==> src/sv/kerf_pkg.sv <==
// ----------------------------------------------------------------------------
// kerf_pkg
// Shared types, constants and the scancode translation table of the key
// event repeat filter.
// ----------------------------------------------------------------------------
package kerf_pkg;

    localparam int NUM_KEYS   = 256;
    localparam int BLOCK_BITS = 32;
    localparam int NUM_BLOCKS = NUM_KEYS / BLOCK_BITS;
    localparam int BLK_W      = 3;
    localparam int BIT_W      = $clog2(BLOCK_BITS);
    localparam int CNT_W      = BIT_W + 1;
    localparam int SC_W       = 8;
    localparam int VC_W       = 8;
    localparam int TICK_W     = 32;
    localparam int MSG_W      = 32;
    localparam int IVAL_W     = 16;
    localparam int CFG_IDX_W  = 3;
    localparam int CFG_DATA_W = 64;
    localparam int MASK_W     = 64;
    localparam int NUM_MASKS  = 4;

    localparam logic [IVAL_W-1:0] MIN_REPEAT_RESET = 16'd500;
    localparam logic [SC_W-1:0]   EXT_LIMIT        = 8'h7F;
    localparam logic [15:0]       REPEAT_ONE       = 16'd1;

    localparam logic [CFG_IDX_W-1:0] REG_MIN_REPEAT = 3'd0;
    localparam logic [CFG_IDX_W-1:0] REG_EXCL_0     = 3'd1;
    localparam logic [CFG_IDX_W-1:0] REG_EXCL_1     = 3'd2;
    localparam logic [CFG_IDX_W-1:0] REG_EXCL_2     = 3'd3;
    localparam logic [CFG_IDX_W-1:0] REG_EXCL_3     = 3'd4;

    typedef enum logic [1:0] {
        ST_IDLE,
        ST_RUN,
        ST_FLUSH
    } t_state;

    typedef struct packed {
        logic              is_key_down;
        logic [VC_W-1:0]   virtual_code;
        logic [MSG_W-1:0]  message_word;
    } t_event;

    typedef struct packed {
        logic push;
        logic flush;
    } t_obuf_ctl;

    localparam logic [VC_W-1:0] VK_TABLE [NUM_KEYS] = '{
        8'h00, 8'h1B, 8'h31, 8'h32, 8'h33, 8'h34, 8'h35, 8'h36, 8'h37, 8'h38, 8'h39, 8'h30,
        8'hBD, 8'hBB,
        8'h08, 8'h09, 8'h51, 8'h57, 8'h45, 8'h52, 8'h54, 8'h59, 8'h55, 8'h49, 8'h4F, 8'h50,
        8'hDB, 8'hDD, 8'h0D,
        8'hA2, 8'h41, 8'h53, 8'h44, 8'h46, 8'h47, 8'h48, 8'h4A, 8'h4B, 8'h4C, 8'hBA, 8'hDE,
        8'hC0, 8'hA0, 8'hDC,
        8'h5A, 8'h58, 8'h43, 8'h56, 8'h42, 8'h4E, 8'h4D, 8'hBC, 8'hBE, 8'hBF, 8'hA1, 8'h6A,
        8'hA4, 8'h20, 8'h14,
        8'h70, 8'h71, 8'h72, 8'h73, 8'h74, 8'h75, 8'h76, 8'h77, 8'h78, 8'h79, 8'h13, 8'h91,
        8'h24, 8'h26, 8'h21,
        8'h6D, 8'h25, 8'h0C, 8'h27, 8'h6B, 8'h23, 8'h28, 8'h22, 8'h2D, 8'h2E, 8'h2C, 8'h00,
        8'hE2, 8'h7A, 8'h7B,
        8'h0C, 8'hEE, 8'hF1, 8'hEA, 8'hF9, 8'hF5, 8'hF3, 8'h00, 8'h00, 8'hFB, 8'h2F, 8'h7C,
        8'h7D, 8'h7E, 8'h7F,
        8'h80, 8'h81, 8'h82, 8'h83, 8'h84, 8'h85, 8'h86, 8'hED, 8'h00, 8'hE9, 8'h00, 8'hC1,
        8'h00, 8'h00, 8'h87,
        8'h00, 8'h00, 8'h00, 8'h00, 8'hEB, 8'h09, 8'h00, 8'hC2, 8'h00, 8'h00, 8'h00, 8'h00,
        8'h00, 8'h00, 8'h00,
        8'h00, 8'h00, 8'h00, 8'h00, 8'h00, 8'h00, 8'h00, 8'h00, 8'h00, 8'h00, 8'hB1, 8'h00,
        8'h00, 8'h00, 8'h00,
        8'h00, 8'h00, 8'h00, 8'h00, 8'hB0, 8'h00, 8'h00, 8'h0D, 8'hA3, 8'h00, 8'h00, 8'hAD,
        8'hB6, 8'hB3, 8'h00,
        8'hB2, 8'h00, 8'h00, 8'h00, 8'h00, 8'h00, 8'h00, 8'h00, 8'h00, 8'h00, 8'hAE, 8'h00,
        8'hAF, 8'h00, 8'hB7,
        8'h00, 8'h00, 8'hBF, 8'h00, 8'h2A, 8'hA5, 8'h00, 8'h00, 8'h00, 8'h00, 8'h00, 8'h00,
        8'h00, 8'h00, 8'h00,
        8'h00, 8'h00, 8'h00, 8'h90, 8'h00, 8'h24, 8'h26, 8'h21, 8'h00, 8'h25, 8'h00, 8'h27,
        8'h00, 8'h23, 8'h28,
        8'h22, 8'h2D, 8'h2E, 8'h00, 8'h00, 8'h00, 8'h00, 8'h00, 8'h00, 8'h00, 8'h5B, 8'h5C,
        8'h5D, 8'h00, 8'h5F,
        8'h00, 8'h00, 8'h00, 8'h00, 8'h00, 8'hAA, 8'hAB, 8'hA8, 8'hA9, 8'hA7, 8'hA6, 8'hAC,
        8'hB4, 8'hB5, 8'h00,
        8'h00, 8'h00, 8'h00, 8'h00, 8'h00, 8'h00, 8'h00, 8'h00, 8'h00, 8'h00, 8'h00, 8'h00,
        8'h00, 8'h00, 8'h00,
        8'h00, 8'h00
    };

endpackage

==> src/sv/kerf_out.sv <==
// ----------------------------------------------------------------------------
// kerf_out
// Result buffer: a pending slot holds the newest event until it is known
// whether it closes the run, then an output register drives the channel.
// ----------------------------------------------------------------------------
module kerf_out
    import kerf_pkg::*;
(
    input  logic              i_clk,
    input  logic              i_rst_n,
    input  t_obuf_ctl         i_ctl,
    input  t_event            i_ev,
    output logic              o_ready,
    output logic              o_out_valid,
    input  logic              i_out_ready,
    output logic              o_is_key_down,
    output logic [VC_W-1:0]   o_virtual_code,
    output logic [MSG_W-1:0]  o_message_word,
    output logic              o_last_of_run
);

    logic   r_pend_valid;
    t_event r_pend;
    logic   r_out_valid;
    t_event r_out;
    logic   r_out_last;
    logic   out_free;
    logic   move;

    assign out_free = !r_out_valid || i_out_ready;
    assign o_ready  = !r_pend_valid || out_free;
    assign move     = r_pend_valid && out_free && (i_ctl.push || i_ctl.flush);

    always_ff @(posedge i_clk) begin
        if (!i_rst_n) begin
            r_pend_valid <= 1'b0;
            r_out_valid  <= 1'b0;
        end else begin
            if (move) begin
                r_out_valid <= 1'b1;
            end else if (i_out_ready) begin
                r_out_valid <= 1'b0;
            end
            if (i_ctl.push && o_ready) begin
                r_pend_valid <= 1'b1;
            end else if (i_ctl.flush && o_ready) begin
                r_pend_valid <= 1'b0;
            end
        end
    end

    always_ff @(posedge i_clk) begin
        if (move) begin
            r_out      <= r_pend;
            r_out_last <= i_ctl.flush;
        end
        if (i_ctl.push && o_ready) begin
            r_pend <= i_ev;
        end
    end

    assign o_out_valid    = r_out_valid;
    assign o_is_key_down  = r_out.is_key_down;
    assign o_virtual_code = r_out.virtual_code;
    assign o_message_word = r_out.message_word;
    assign o_last_of_run  = r_out_last;

endmodule

==> config.mk <==
export PLATFORM = sky130hd
export DESIGN_NAME = kerf_out
export DESIGN_NICKNAME = d
export VERILOG_FILES = /design/src/sv/kerf_pkg.sv /design/src/sv/kerf_out.sv
export SDC_FILE = /design/constraint.sdc
export NUM_CORES = 1
export LEC_CHECK = 0
export ABC_AREA = 0
export ABC_CLOCK_PERIOD_IN_PS = 2900
export BUFFER_PORTS_ARGS = -buffer_cell sky130_fd_sc_hd__buf_2
export CORE_UTILIZATION = 44
export DETAILED_ROUTE_END_ITERATION = 12
export GPL_TIMING_DRIVEN = 0
export PLACE_DENSITY = 0.79
export SLEW_MARGIN = 20
export SYNTH_ARGS = -nofsm -noshare
export SYNTH_HDL_FRONTEND = slang
export SYNTH_SLANG_ARGS = --single-unit
export TNS_END_PERCENT = 5
==> constraint.sdc <==
create_clock -name i_clk -period 2.9 [get_ports i_clk]
set_input_delay 0.145 -clock i_clk [delete_from_list [all_inputs] [get_ports i_clk]]
set_output_delay 0.145 -clock i_clk [all_outputs]
set_load 0.01 [all_outputs]
==> reports/results.tsv <==
metric	value	unit
DR pass1 iterations	5	
PD cells	645	nW/um^2
Fill cells	375	
CP startpoint kind	flop	
leak pwr	1.48	nW
DRC errors left	0	
mapped cell area	2580	um^2
DP HPWL	2970	um
final cell count without fillers	316	
worst path cell trace	o21ai_0 -> nor2_4 -> buf_16	
Synth area leaders	edfxtp_1 96%, dfxtp_1 1.5%, o21ai_0 0.39%	
mean area per synthesized cell	27.2	um^2
status	finished, final reports clean	
Critical Path Sink Type	flop	
Yosys cell types	11	
initial drt markers	69	
final instance area	3830	um^2
Clock Sinks	85	
vias in the first global route	1419	
post-CTS sizing	0	
final hold vios	0	
CTS tree	yes	
pre-CTS setup slack	1200	ps
peak supply drop	339	uV
WS Path Type	reg2reg	
total power	2.47	mW
Root Driver	clkbuf_8	
IO Port Bufs	89	
post-synth top area cell	edfxtp_1	
Core Region	5570	um^2
Critical Path AT	1770	ps
CTS buffer count	9	
DP Cell Count	258	
# diodes	0	
clock buffer depth	2	
Synth warnings	0	
full die area	6190	um^2
WL/cell	14.5	um
DRT antenna net count	0	
Final Slew Violations	0	
Fmax	581	MHz
Total GRT Usage	16.2	%
total gr overflow	0	
largest net degree at the start of global routing	26	
antenna violations before repair	0	
Net count, final	285	
Slowest cell on crit path	nor2_4	
H-tree depth	3	
CP top delay family	simple AND/OR/NAND/NOR gates	
fin worst setup slack	1180	ps
endpoints failing setup	0	
Relative slew margins	56.9	%
Tcrit/Tclk final	59.3	%
Initial Util	46.4	%
Clk Latency, worst-skew pair	340	ps
IO Count	90	
Detailed Route WL	4580	um
Max Clock Skew	8.09	ps
top cell type's share of synthesized area	96.4	%
Mapped Nets	141	
critical path's largest stage delay	530	ps
final hold slack	84.4	ps
clk slew on worst S/H paths	80	ps
share of cells above drive strength 1	43.9	%
crit path buf inv count	1	
GP Congestion	0.685	
Max Cap Viol	0	
Worst Max-Slew Pin Slew	645	ps
post-route core utilization	68.7	%
Die Y	78.7	um
Synth Instances	95	
global-route wire length before repair	6900	um
Placed Area	3190	um^2
Area Overhead vs Synth	48.1	%
critical path fanouts, max	24	
FF+latch count, synth	85	
minimum clock period	1720	ps
Vias per Instance	4.41	
Die Width	78.7	um
RSZ-0062 raised after global routing	no	
Fin Setup TNS	0	ps
via count	1392	
Hold Crit Class	in2reg	
num rows	27	
sequential fraction of the synthesis area	98.0	%
required time of the critical path	2950	ps
cell usage in the layout (no fill, tap or decap), drive strengths merged, types with 2 or more instances in the layout:
cell	count
o21ai	2
bufinv	2
inv	2
clkinv	3
edfxtp	83
dfxtp	2
clkbuf	9
buf	91
dlygate4sd3	42
what timing repair did:
item                      in CTS  in global routing
setup buffers                  0                  0
hold endpoints to repair      42                  0
hold buffers                  42                  0
flip-flops by register name (all words and copies together) (netlist names):
| name | count |
|---|---|
| o_out_valid | 1 |
| o_message_word | 32 |
| o_is_key_down | 1 |
| o_last_of_run | 1 |
| r_pend | 41 |
| o_virtual_code | 8 |
| r_pend_valid | 1 |
synthesized netlist by cell type:
master / number
a31oi_1: 1
nor2_1: 1
edfxtp_1: 83
o21ai_0: 2
nand2_1: 1
nor2b_1: 1
a21boi_1: 1
inv_1: 1
a21oi_1: 1
dfxtp_1: 2
nand2b_1: 1
layout make-up:
| cell class | count | area (um^2) | share of cell area (%) |
|---|---|---|---|
| clock buffer | 9 | 124 | 3.24 |
| clock inverter | 7 | 88.8 | 2.32 |
| inverter | 1 | 3.75 | 0.0981 |
| multi-input combinational | 9 | 67.6 | 1.77 |
| sequential | 85 | 2530 | 66.2 |
| tap | 72 | 90.1 | 2.35 |
| timing repair buffer | 133 | 921 | 24.1 |
logic make-up (layout without fill, tap and decap cells):
logic type	Yosys count	count (layout)	share of synthesized area, %
AO/OA/AOI/OAI	5	5	1.11
AND/OR/NAND/NOR	4	4	0.774
buffers and inverters	1	150	0.145
flip-flops	85	85	98.0
power breakdown:
part	switching [mW]	internal, mW
registers	0.0165	1.42
logic	0.0728	0.0869
clock network	0.389	0.480
total	0.479	1.99
layer usage:
metal / up-vias / share of wire, % / wire length [um] / global-route usage [%]
met5: - / 0 / 0 / 0
met4: 0 / 2.9 / 132 / 11.7
met3: 10 / 5.1 / 235 / 3.26
met2: 65 / 53 / 2420 / 28.2
met1: 651 / 39 / 1790 / 17.6
li1: 666 / - / - / -
final timing paths:
path / slack, ps / to / startpoint / cells past startpoint
worst min register to register: 420 / o_message_word[11] / r_pend[11] / 0
worst max register to register: 1180 / o_message_word[5] / r_pend_valid / 3
worst min-delay path: 80 / o_out_valid / i_rst_n / 2
worst max-delay path: 1180 / o_message_word[5] / r_pend_valid / 3
(Power assumes the default switching activity.)
