`src/sv/kerf_pkg.sv`:
```
// ----------------------------------------------------------------------------
// kerf_pkg
// Shared types, constants and the scancode translation table of the key
// event repeat filter.
// ----------------------------------------------------------------------------
package kerf_pkg;

    localparam int NUM_KEYS   = 256;
    localparam int BLOCK_BITS = 32;
    localparam int NUM_BLOCKS = NUM_KEYS / BLOCK_BITS;
    localparam int BLK_W      = 3;
    localparam int BIT_W      = $clog2(BLOCK_BITS);
    localparam int CNT_W      = BIT_W + 1;
    localparam int SC_W       = 8;
    localparam int VC_W       = 8;
    localparam int TICK_W     = 32;
    localparam int MSG_W      = 32;
    localparam int IVAL_W     = 16;
    localparam int CFG_IDX_W  = 3;
    localparam int CFG_DATA_W = 64;
    localparam int MASK_W     = 64;
    localparam int NUM_MASKS  = 4;

    localparam logic [IVAL_W-1:0] MIN_REPEAT_RESET = 16'd500;
    localparam logic [SC_W-1:0]   EXT_LIMIT        = 8'h7F;
    localparam logic [15:0]       REPEAT_ONE       = 16'd1;

    localparam logic [CFG_IDX_W-1:0] REG_MIN_REPEAT = 3'd0;
    localparam logic [CFG_IDX_W-1:0] REG_EXCL_0     = 3'd1;
    localparam logic [CFG_IDX_W-1:0] REG_EXCL_1     = 3'd2;
    localparam logic [CFG_IDX_W-1:0] REG_EXCL_2     = 3'd3;
    localparam logic [CFG_IDX_W-1:0] REG_EXCL_3     = 3'd4;

    typedef enum logic [1:0] {
        ST_IDLE,
        ST_RUN,
        ST_FLUSH
    } t_state;

    typedef struct packed {
        logic              is_key_down;
        logic [VC_W-1:0]   virtual_code;
        logic [MSG_W-1:0]  message_word;
    } t_event;

    typedef struct packed {
        logic push;
        logic flush;
    } t_obuf_ctl;

    localparam logic [VC_W-1:0] VK_TABLE [NUM_KEYS] = '{
        8'h00, 8'h1B, 8'h31, 8'h32, 8'h33, 8'h34, 8'h35, 8'h36, 8'h37, 8'h38, 8'h39, 8'h30,
        8'hBD, 8'hBB,
        8'h08, 8'h09, 8'h51, 8'h57, 8'h45, 8'h52, 8'h54, 8'h59, 8'h55, 8'h49, 8'h4F, 8'h50,
        8'hDB, 8'hDD, 8'h0D,
        8'hA2, 8'h41, 8'h53, 8'h44, 8'h46, 8'h47, 8'h48, 8'h4A, 8'h4B, 8'h4C, 8'hBA, 8'hDE,
        8'hC0, 8'hA0, 8'hDC,
        8'h5A, 8'h58, 8'h43, 8'h56, 8'h42, 8'h4E, 8'h4D, 8'hBC, 8'hBE, 8'hBF, 8'hA1, 8'h6A,
        8'hA4, 8'h20, 8'h14,
        8'h70, 8'h71, 8'h72, 8'h73, 8'h74, 8'h75, 8'h76, 8'h77, 8'h78, 8'h79, 8'h13, 8'h91,
        8'h24, 8'h26, 8'h21,
        8'h6D, 8'h25, 8'h0C, 8'h27, 8'h6B, 8'h23, 8'h28, 8'h22, 8'h2D, 8'h2E, 8'h2C, 8'h00,
        8'hE2, 8'h7A, 8'h7B,
        8'h0C, 8'hEE, 8'hF1, 8'hEA, 8'hF9, 8'hF5, 8'hF3, 8'h00, 8'h00, 8'hFB, 8'h2F, 8'h7C,
        8'h7D, 8'h7E, 8'h7F,
        8'h80, 8'h81, 8'h82, 8'h83, 8'h84, 8'h85, 8'h86, 8'hED, 8'h00, 8'hE9, 8'h00, 8'hC1,
        8'h00, 8'h00, 8'h87,
        8'h00, 8'h00, 8'h00, 8'h00, 8'hEB, 8'h09, 8'h00, 8'hC2, 8'h00, 8'h00, 8'h00, 8'h00,
        8'h00, 8'h00, 8'h00,
        8'h00, 8'h00, 8'h00, 8'h00, 8'h00, 8'h00, 8'h00, 8'h00, 8'h00, 8'h00, 8'hB1, 8'h00,
        8'h00, 8'h00, 8'h00,
        8'h00, 8'h00, 8'h00, 8'h00, 8'hB0, 8'h00, 8'h00, 8'h0D, 8'hA3, 8'h00, 8'h00, 8'hAD,
        8'hB6, 8'hB3, 8'h00,
        8'hB2, 8'h00, 8'h00, 8'h00, 8'h00, 8'h00, 8'h00, 8'h00, 8'h00, 8'h00, 8'hAE, 8'h00,
        8'hAF, 8'h00, 8'hB7,
        8'h00, 8'h00, 8'hBF, 8'h00, 8'h2A, 8'hA5, 8'h00, 8'h00, 8'h00, 8'h00, 8'h00, 8'h00,
        8'h00, 8'h00, 8'h00,
        8'h00, 8'h00, 8'h00, 8'h90, 8'h00, 8'h24, 8'h26, 8'h21, 8'h00, 8'h25, 8'h00, 8'h27,
        8'h00, 8'h23, 8'h28,
        8'h22, 8'h2D, 8'h2E, 8'h00, 8'h00, 8'h00, 8'h00, 8'h00, 8'h00, 8'h00, 8'h5B, 8'h5C,
        8'h5D, 8'h00, 8'h5F,
        8'h00, 8'h00, 8'h00, 8'h00, 8'h00, 8'hAA, 8'hAB, 8'hA8, 8'hA9, 8'hA7, 8'hA6, 8'hAC,
        8'hB4, 8'hB5, 8'h00,
        8'h00, 8'h00, 8'h00, 8'h00, 8'h00, 8'h00, 8'h00, 8'h00, 8'h00, 8'h00, 8'h00, 8'h00,
        8'h00, 8'h00, 8'h00,
        8'h00, 8'h00
    };

endpackage

```
`src/sv/kerf_cfg.sv`:
```
// ----------------------------------------------------------------------------
// kerf_cfg
// Configuration registers: minimum repeat interval and the 256-bit virtual
// code exclusion mask, with the exclusion lookup.
// ----------------------------------------------------------------------------
module kerf_cfg
    import kerf_pkg::*;
(
    input  logic                  i_clk,
    input  logic                  i_rst_n,
    input  logic                  i_we,
    input  logic [CFG_IDX_W-1:0]  i_addr,
    input  logic [CFG_DATA_W-1:0] i_wdata,
    input  logic [VC_W-1:0]       i_vc,
    output logic [IVAL_W-1:0]     o_min_repeat,
    output logic                  o_excluded
);

    logic [IVAL_W-1:0] r_min_repeat;
    logic [MASK_W-1:0] r_mask [NUM_MASKS];

    always_ff @(posedge i_clk) begin
        if (!i_rst_n) begin
            r_min_repeat <= MIN_REPEAT_RESET;
            for (int i = 0; i < NUM_MASKS; i++) begin
                r_mask[i] <= '0;
            end
        end else if (i_we) begin
            case (i_addr)
                REG_MIN_REPEAT: r_min_repeat <= i_wdata[IVAL_W-1:0];
                REG_EXCL_0:     r_mask[0]    <= i_wdata[MASK_W-1:0];
                REG_EXCL_1:     r_mask[1]    <= i_wdata[MASK_W-1:0];
                REG_EXCL_2:     r_mask[2]    <= i_wdata[MASK_W-1:0];
                REG_EXCL_3:     r_mask[3]    <= i_wdata[MASK_W-1:0];
                default: ;
            endcase
        end
    end

    assign o_min_repeat = r_min_repeat;
    assign o_excluded   = r_mask[i_vc[7:6]][i_vc[5:0]];

endmodule

```
`config.mk`:
```
export PLATFORM = sky130hd
export DESIGN_NAME = kerf_cfg
export DESIGN_NICKNAME = d
export VERILOG_FILES = /design/src/sv/kerf_pkg.sv /design/src/sv/kerf_cfg.sv
export SDC_FILE = /design/constraint.sdc
export NUM_CORES = 1
export LEC_CHECK = 0
export ABC_AREA = 1
export BUFFER_PORTS_ARGS = -buffer_cell sky130_fd_sc_hd__buf_2
export CAP_MARGIN = 0
export CELL_PAD_IN_SITES_DETAIL_PLACEMENT = 1
export CELL_PAD_IN_SITES_GLOBAL_PLACEMENT = 2
export CORE_ASPECT_RATIO = 1.75
export CORE_MARGIN = 4
export CORE_UTILIZATION = 38
export DETAILED_ROUTE_END_ITERATION = 10
export PLACE_DENSITY_LB_ADDON = 0.05
export SLEW_MARGIN = 10
export SYNTH_ARGS = -nofsm -noshare
export SYNTH_HDL_FRONTEND = slang
export SYNTH_SLANG_ARGS = --single-unit
```
`constraint.sdc`:
```
create_clock -name i_clk -period 3.05 [get_ports i_clk]
set_clock_uncertainty 0.05 [all_clocks]
set_input_delay 0.4575 -clock i_clk [delete_from_list [all_inputs] [get_ports i_clk]]
set_output_delay 0.4575 -clock i_clk [all_outputs]
set_load 0.03 [all_outputs]
```
==> key figures, run 1 <==
Clocking
  – CTS tree: yes
  – CTS Buf Count: 27
  – Setup Buffers After CTS: 0
  – Resized cells post-CTS: 0
  – Clock root buffer: clkbuf_16
  – CTS Hold Buffers Added: 0
  – CTS sink count: between 200 and 300
  – Clock-pin transition on the worst setup and hold timing paths: approximately 60 ps
  – Worst skew pair latency: 540 ps
  – Maximum clock insertion buffer count: 3
  – CTS H-Tree Depth: 1

Floorplanning
  – Core area: 31600 sq um
  – DIE AREA: roughly 35000 sq um
  – Initial Util: 0.386
  – Chip Height: 245 microns
  – Horiz. Die Dim: around 140 microns
  – Site row count: 86
  – Top Ports: 95

Global routing
  – Gr ovfl total: 0
  – Vias in the first global route: roughly 9700
  – Pin count of the biggest net entering global routing: 65
  – Total GRT Usage: 0.211
  – First-pass GRT wire length: 56600 microns
  – Initial antenna violation count: 0

Route
  – DR iter-0 viols: approximately 470
  – Vias per cell: 5.25
  – Post-route DRC: 0
  – DR pass1 iterations: 4
  – Post-route ant nets: 0
  – Via count: between 9000 and 10000
  – Post-Route WL: roughly 37000 microns
  – Per-cell routed wire length: between 20 and 25 microns

Status
  – Status: finished, final reports clean

Synthesis
  – Synth top cells by count: nand2_1, nor2_1, edfxtp_1
  – Async set-reset flop share out of synthesis: 0
  – EDFF count, synth: approximately 260
  – Most common cell in the netlist: nand2_1
  – Synth top area cells: edfxtp_1, nand3_1, nand2_1, nor2_1, dfxtp_1
  – Post-synthesis sequential area ratio: 0.656
  – Flops & latches, synth: 272
  – Largest area contributor in the netlist: edfxtp_1
  – Primary FF master, synth: edfxtp_1
  – Post-synth net total: 1333
  – Synth Instances: about 1300
  – Avg Cell Area, Syn: between 9 and 10 sq um
  – Mapped Area: ~12000 sq um
  – Number of synthesis warnings: 0
  – Cell variety after synth: 18
  – Share of the synthesized area in the top cell type: 0.630

STA
  – Final setup fails: 0
  – Final hold viol count: 0
  – RSZ-0062 raised after global routing: no
  – Slew margin rel.: 0.529
  – Minimum clock period: 2860 ps
  – Max-slew violation count: 0
  – Setup TNS: 0 ps
  – Fmax: approximately 350 MHz
  – Hold Slack: 174 ps
  – Slew @ Worst Pin: around 710 ps
  – Period utilisation layout: 0.937

Layout
  – Area Overhead vs Synth: 16.7%
  – Non-Filler Instances: roughly 1700
  – Core Util, Final: 0.450
  – Nets: between 1000 and 1500
  – Final Instance Area: around 14000 sq um
  – Antenna diode count: 0
  – Share of layout cells above drive strength 1: 0.138

Setup path
  – Crit. End Element: primary output
  – Worst setup SP type: input pin
  – Required arrival time at the worst endpoint: between 2000 and 3000 ps
  – R2r worst-path depth: 2
  – WS Path Type: input pin to primary output
  – CP Max Fanout: 33
  – Setup slack, reg-to-reg: 2350 ps
  – CP arrival: 2350 ps

Power and ir drop
  – Pleak: slightly below 6 nW
  – Peak VDD IR: 0.703 mV
  – Power Density: about 620 nW/um^2

Hold path
  – Hold Crit Class: input pin to register
  – Hold Path Cell Cnt: 3

Placement
  – Buffers on Ports: 94
  – Placed Instances: 1696
  – Final GP Congestion: roughly 0.74
  – Hpwl dp: about 21000 microns
  – Dpl cell area: 13300 sq um

Flow run
  – Number of max-cap violations: 0
## cell families (layout without fill, tap and decap cells)
logic type	Yosys count	in the layout	synth area share
AOI/OAI and AO/OA	26	26	0.0119
buffers and inverters	160	254	0.0593
DFF	272	272	0.656
and+or+nand+nor	797	797	0.273
## registers in the layout (all words and copies together), names as in the netlist
signal	flops
r_mask	256
o_min_repeat	16
## cell usage in the layout, fill, tap and decap left out
cell	count
nand2_1	280
nor2_1	258
edfxtp_1	256
nand3_1	250
buf_2	93
inv_1	74
clkbuf_16	27
buf_4	18
buf_12	18
dfxtp_1	16
o21ai_0	10
a21oi_1	10
clkinv_2	6
o211ai_1	6
bufinv_16	6
clkbuf_8	5
nand2_2	4
clkinvlp_4	4
nand4_1	2
nand4_4	2
nor2_2	1
inv_2	1
clkinv_4	1
clkbuf_1	1
## through the flow
| step | power (W) | setup WS [ps] |
|---|---|---|
| after floorplan | 0.00493 | 236 |
| after global placement | 0.00526 | 235 |
| after detailed placement | 0.00528 | 231 |
| after CTS | 0.00900 | 221 |
| after global routing | 0.00923 | 67.0 |
| final | 0.00888 | 193 |
## metal layers
layer / GRT usage / up-vias / wire (microns)
met5: 0 / - / 0
met4: 0.0546 / 0 / 795
met3: 0.0203 / 49 / 1230
met2: 0.382 / 160 / 19300
met1: 0.269 / 4629 / 15200
li1: - / 4329 / -
## path summary, 6_finish.rpt
kind / startpoint / endpoint
worst max-delay path: i_vc[6] / o_excluded
worst min-delay path: i_wdata[0] / o_min_repeat[0]$_SDFFE_PN0P_
worst max register to register: o_min_repeat[15]$_SDFFE_PN0P_ / o_min_repeat[15]$_SDFFE_PN0P_
worst min register to register: o_min_repeat[8]$_SDFFE_PN1P_ / o_min_repeat[8]$_SDFFE_PN1P_
## critical path: stages
cell	delay (ps)
buf_4	110
buf_12	200
buf_12	220
nand2_1	70
nand3_1	80
nand3_1	100
nand3_1	160
nand3_1	150
nand2_1	140
nand2_1	60
nand3_1	80
nand3_1	140
nand2_1	120
buf_2	210
## report_power, final
| group | internal, W | switching [W] | total (W) |
|---|---|---|---|
| sequential | 0.00432 | 0.0000652 | 0.00438 |
| clock | 0.00225 | 0.00145 | 0.00370 |
| combinational | 0.000242 | 0.000549 | 0.000791 |
## cell type report
| type | count | area, sq um |
|---|---|---|
| fillers | 3609 | 17400 |
| flip-flops and latches | 272 | 8010 |
| multi-input cells | 823 | 3500 |
| repair buffers | 129 | 961 |
| clock buffers | 33 | 748 |
| well taps | 396 | 495 |
| inverters | 76 | 287 |
| clock inverters | 16 | 244 |
(Power assumes the default switching activity.)
==> run 2, diff against run 1 <==
CORE_ASPECT_RATIO = 1.2   (was 1.75)
==> run 2 against run 1 <==
  * Total power increased by 1.0%
  * Non-clock buffer count decreased by 2
  * Clock power increased by 3%
  * Critical endpoint unchanged
  * Setup slack improved by 180 ps
  * Register-to-register slack about the same
  * Cell count increased by 0.40%
  * Combinational power about the same
  * Largest cell class unchanged
  * Sequential share of layout area decreased by 0.089 points
  * Hold slack improved by 1.2 ps
  * Critical path depth decreased by 1
  * Via count decreased by 0.28%
==> key figures, run 2 (synthesized netlist as in run 1, its figures left out) <==
Route
  – Post-route ant nets: 0 (unchanged)
  – Via count: 9141 (-0.28%)
  – Per-cell routed wire length: 20.8 microns (-0.68%)
  – Post-Route WL: 36500 microns (-0.28%)
  – DR iter-0 viols: 500 (+5.9%)
  – DR pass1 iterations: 6 (+2)
  – Post-route DRC: 0 (unchanged)
  – Vias per cell: 5.22 (-0.68%)

Setup path
  – Worst setup SP type: input pin
  – WS Path Type: input pin to primary output
  – CP arrival: 2170 ps (-180 ps)
  – Required arrival time at the worst endpoint: 2540 ps (about the same)
  – Largest delay contributor family on the critical path: simple AND/OR/NAND/NOR gates
  – Crit-path max cell delay: 270 ps (+50 ps)
  – CP Max Fanout: 73 (+120%)
  – R2r worst-path depth: 2 (unchanged)
  – Critical-path top delay cell: buf_12
  – Buf+Inv Stages, Crit Path: 3 (-1)
  – Crit. End Element: primary output
  – WP depth: 13 (-1)
  – Most frequent CP cell: nand3_1
  – Cells along the critical path: buf_4, buf_12, nand2_1, nand3_1, nand3_1, nand3_1, nand3_1, nand2_1, nand2_1, nand3_1, nand3_1, nand2_1, buf_2

Floorplanning
  – Initial Util: 0.387 (+0.00121)
  – Chip Height: 204 microns (-17%)
  – Top Ports: 95 (unchanged)
  – Core area: 31500 sq um (-0.31%)
  – Horiz. Die Dim: 172 microns (+20%)
  – DIE AREA: 35100 sq um (-0.29%)
  – Site row count: 71 (-17%)

Status
  – Status: finished, final reports clean

Layout
  – Commonest non-fill, non-tap cell in the layout: nand2_1
  – Nets: 1407 (unchanged)
  – Most frequent cells in the layout: nand2_1, nor2_1, edfxtp_1, nand3_1, buf_2
  – Max FFs per register: 256 (unchanged)
  – Largest register by flop count: r_mask
  – Share of layout cells above drive strength 1: 0.137 (-0.000944)
  – Area Overhead vs Synth: 16.9%
  – Antenna diode count: 0 (unchanged)

Global routing
  – Initial antenna violation count: 0 (unchanged)
  – First-pass GRT wire length: 55900 microns (-1.2%)
  – Total GRT Usage: 0.208 (-0.00355)
  – Pin count of the biggest net entering global routing: 74 (+14%)
  – Vias in the first global route: 9698 (-0.062%)
  – Gr ovfl total: 0 (unchanged)

Flow run
  – Number of max-cap violations: 0 (unchanged)

STA
  – RSZ-0062 raised after global routing: no
  – Hold Slack: 175 ps (+1.17 ps)
  – Final setup fails: 0 (unchanged)
  – Minimum clock period: 2680 ps (-178 ps)
  – Slew @ Worst Pin: 975 ps (+269 ps)
  – Setup TNS: 0 ps (unchanged)
  – Slew margin rel.: 0.350 (-0.179)
  – Fmax: 373 MHz (+6.6%)
  – Period utilisation layout: 0.878 (-0.0583)
  – Final hold viol count: 0 (unchanged)
  – Max-slew violation count: 0 (unchanged)

Clocking
  – Clock root buffer: clkbuf_16
  – CTS Hold Buffers Added: 0 (unchanged)
  – Setup Buffers After CTS: 0 (unchanged)
  – CTS Buf Count: 29 (+7.4%)
  – Maximum clock insertion buffer count: 3 (unchanged)
  – Resized cells post-CTS: 0 (unchanged)
  – Clock-pin transition on the worst setup and hold timing paths: 60 ps (about the same)
  – CTS H-Tree Depth: 1 (unchanged)
  – CTS tree: yes
  – Worst skew pair latency: 540 ps (about the same)
  – CTS sink count: 272 (unchanged)

Power and ir drop
  – Peak VDD IR: 0.295 mV (-58%)
  – Power Density: 629 nW/um^2 (+0.88%)
  – Pleak: 5.91 nW (+0.36%)

Hold path
  – Hold Path Cell Cnt: 3 (unchanged)
  – Hold Crit Class: input pin to register

Placement
  – Buffers on Ports: 94 (unchanged)
  – Final GP Congestion: 0.727 (-2.4%)
  – Hpwl dp: 20500 microns (-1.6%)
run 2: changes by cell type in the layout (fill, tap and decap cells not counted), sizes merged:
cell / change
inv: +1
clkinv: +6
bufinv: -1
buf: -2
clkinvlp: -2
run 2: final timing paths:
kind,slack (ps),start,endpoint
max reg2reg,2340,o_min_repeat[13]$_SDFFE_PN0P_,o_min_repeat[13]$_SDFFE_PN0P_
min,180,i_wdata[14],o_min_repeat[14]$_SDFFE_PN0P_
max,370,i_vc[6],o_excluded
min reg2reg,430,o_min_repeat[7]$_SDFFE_PN1P_,o_min_repeat[7]$_SDFFE_PN1P_
run 2: layout make-up:
class	count	area (sq um)
Clock buffer	33	815
Fill cell	3538	17300
Timing Repair Buffer	127	908
Sequential cell	272	8010
Tap cell	401	502
Multi-Input combinational cell	823	3520
Inverter	76	288
Clock inverter	20	225
run 2: per-layer routing:
layer	share of wire	GRT usage	wire [microns]
met1	0.44	0.278	16200
met2	0.50	0.364	18400
met3	0.035	0.0224	1290
met4	0.015	0.0467	554
met5	0	0	0
run 2: worst min-delay path, stage by stage:
cell     delay [ps]
buf_2            70
inv_1            80
a21oi_1         120
run 2: power breakdown:
group          leakage (nW)  total (W)  internal [W]  switching, W
sequential             2.60    0.00438       0.00432     0.0000646
combinational          2.79   0.000788      0.000238      0.000550
clock                 0.514    0.00380       0.00233       0.00147
total                  5.91    0.00897       0.00689       0.00208
run 2: through the flow:
step	cells	util	setup WS, ps	total power (W)	instance area, sq um
finish	1752	0.452	371	0.00897	14300
global route	1752	0.452	243	0.00933	14300
CTS	1752	0.452	401	0.00907	14300
detailed placement	1699	0.419	428	0.00527	13200
global placement	1699	0.419	423	0.00525	13200
floorplan	1255	-	236	0.00493	12200
==> run 3, diff against run 2 <==
clock period = 2.8 ns   (was 3.05 ns; I/O delays follow)
==> run 3 against run 2 <==
  * Cell count rose by 0.74%
  * Cell area rose by 0.18%
  * Non-clock buffer count rose by 13
  * Die area did not move
  * Global-route usage rose by 0.63 points
  * First-iteration DRC count rose by 12%
  * Wire length rose by 1.6%
  * Via count fell by 0.37%
  * Critical endpoint unchanged
  * Highest routed layer unchanged
==> key figures, run 3 (synthesized netlist as in run 1, its figures left out) <==
Status
  – Status: finished, final reports clean

Flow run
  – Number of max-cap violations: 0 (unchanged)

Floorplanning
  – Horiz. Die Dim: 172 microns (unchanged)
  – Core area: 31500 sq um (unchanged)
  – Site row count: 71 (unchanged)
  – Top Ports: 95 (unchanged)
  – DIE AREA: 35100 sq um (unchanged)
  – Chip Height: 204 microns (unchanged)
  – Initial Util: 0.387 (unchanged)

Setup path
  – Crit-path max cell delay: 200 ps (-70 ps)
  – Crit. End Element: primary output
  – Worst setup SP type: input pin
  – CP arrival: 2100 ps (-70 ps)
  – WS Path Type: input pin to primary output
  – Required arrival time at the worst endpoint: 2330 ps (-210 ps)
  – Critical-path top delay cell: clkbuf_4
  – Buf+Inv Stages, Crit Path: 5 (+2)
  – Largest delay contributor family on the critical path: simple AND/OR/NAND/NOR gates
  – Most frequent CP cell: nand3_1
  – Cells along the critical path: buf_4, inv_6, buf_12, buf_12, nand2_1, nand3_1, nand3_1, nand3_1, nand3_1, nand2_1, nand2_1, nand3_1, nand3_1, nand2_1, clkbuf_4
  – CP Max Fanout: 30 (-59%)

Layout
  – Nets: 1420 (+0.92%)
  – Commonest non-fill, non-tap cell in the layout: nand2_1
  – Register Area: 8010 sq um (unchanged)
  – Max FFs per register: 256 (unchanged)
  – Most frequent cells in the layout: nand2_1, nor2_1, edfxtp_1, nand3_1, buf_2
  – Multi-input logic area: 3520 sq um (unchanged)
  – Share of layout cells above drive strength 1: 0.136 (-0.000572)
  – Largest register by flop count: r_mask
  – Fill cells: 3554 (+0.45%)
  – Antenna diode count: 0 (unchanged)
  – Area Overhead vs Synth: 17.1%
  – Final Instance Area: 14300 sq um (+0.18%)

Global routing
  – Vias in the first global route: 9914 (+2.2%)
  – Pin count of the biggest net entering global routing: 65 (-12%)
  – Initial antenna violation count: 0 (unchanged)
  – Gr ovfl total: 0 (unchanged)
  – First-pass GRT wire length: 57400 microns (+2.7%)
  – Total GRT Usage: 0.214 (+0.00631)

Clocking
  – Resized cells post-CTS: 0 (unchanged)
  – CTS Buf Count: 29 (unchanged)
  – CTS sink count: 272 (unchanged)
  – Clock root buffer: clkbuf_16
  – Setup Buffers After CTS: 0 (unchanged)
  – Clock-pin transition on the worst setup and hold timing paths: 60 ps (about the same)
  – CTS Hold Buffers Added: 0 (unchanged)
  – Worst skew pair latency: 540 ps (about the same)
  – CTS tree: yes
  – CTS H-Tree Depth: 1 (unchanged)
  – Maximum clock insertion buffer count: 3 (unchanged)

Placement
  – Final GP Congestion: 0.736 (+1.3%)
  – Dpl cell area: 13400 sq um (+1.5%)
  – Buffers on Ports: 94 (unchanged)
  – Hpwl dp: 22500 microns (+9.9%)

STA
  – Final hold viol count: 0 (unchanged)
  – Max-slew violation count: 0 (unchanged)
  – Minimum clock period: between 2000 and 3000 ps
  – Period utilisation layout: 0.918
  – Fmax: roughly 400 MHz
  – Final setup fails: 0 (unchanged)
  – Slew @ Worst Pin: 691 ps (-285 ps)
  – Hold Slack: 137 ps (-37.8 ps)
  – RSZ-0062 raised after global routing: no
  – Setup TNS: 0 ps (unchanged)
  – Slew margin rel.: 0.539 (+0.190)

Power and ir drop
  – Power Density: 647 nW/um^2 (+2.8%)
  – Peak VDD IR: 0.308 mV (+4.2%)
  – Pleak: 5.91 nW (about the same)

Route
  – Vias per cell: 5.16 (-1.1%)
  – DR pass1 iterations: 5 (-1)
  – Post-route ant nets: 0 (unchanged)
  – Post-route DRC: 0 (unchanged)
  – Per-cell routed wire length: 21.0 microns (+0.83%)
  – Post-Route WL: 37100 microns (+1.6%)
  – DR iter-0 viols: 559 (+12%)
  – Via count: 9107 (-0.37%)

Hold path
  – Hold Crit Class: input pin to register
==> run 3: changes by cell type in the layout (fill, tap and decap cells not counted), sizes merged <==
cell,delta
clkinvlp,-1
buf,+12
clkbuf,+9
bufinv,-4
inv,-1
clkinv,-2
==> run 3: layout make-up <==
class | count | share of cell area
clock buffer | 41 | 0.0546
clock inverter | 12 | 0.00543
tap | 401 | 0.0351
multi-input combinational | 823 | 0.246
timing repair buffer | 140 | 0.0776
sequential | 272 | 0.560
inverter | 76 | 0.0206
==> run 3: worst reg2reg max path, stage by stage, from the launching register on <==
cell and delay, ps:
dfxtp_1 320, o21ai_0 170, a21oi_1 60
==> run 3: power by group <==
| part | internal, W | leakage [nW] | switching [W] |
|---|---|---|---|
| registers | 0.00471 | 2.60 | 0.0000712 |
| logic | 0.000287 | 2.88 | 0.000611 |
| clock network | 0.00202 | 0.421 | 0.00155 |
| total | 0.00701 | 5.91 | 0.00223 |
==> run 3: path summary, 6_finish.rpt <==
| check | end | cells past startpoint | slack [ps] | startpoint |
|---|---|---|---|---|
| worst max-delay path | o_excluded | 15 | 230 | i_vc[6] |
| worst min-delay path | o_min_repeat[3]$_SDFFE_PN0P_ | 3 | 140 | i_wdata[3] |
| worst max register to register | o_min_repeat[14]$_SDFFE_PN0P_ | 2 | 2070 | o_min_repeat[14]$_SDFFE_PN0P_ |
| worst min register to register | o_min_repeat[6]$_SDFFE_PN1P_ | 2 | 430 | o_min_repeat[6]$_SDFFE_PN1P_ |
==> run 3: layer usage <==
metal | part of all wire | wire length, microns | vias to the layer above | global-route usage
li1 | - | - | 4357 | -
met1 | 0.44 | 16400 | 4547 | 0.283
met2 | 0.51 | 18900 | 166 | 0.384
met3 | 0.034 | 1250 | 37 | 0.0228
met4 | 0.014 | 516 | 0 | 0.0376
met5 | 0 | 0 | - | 0
==> run 3: metrics by stage <==
stage	total power (W)	utilization	setup WS, ps	instances
global route	0.00962	0.453	21.8	1765
global placement	0.00577	0.426	131	1712
floorplan	0.00537	-	23.4	1255
finish	0.00924	0.453	229	1765
detailed placement	0.00578	0.426	159	1712
CTS	0.00934	0.453	153	1765
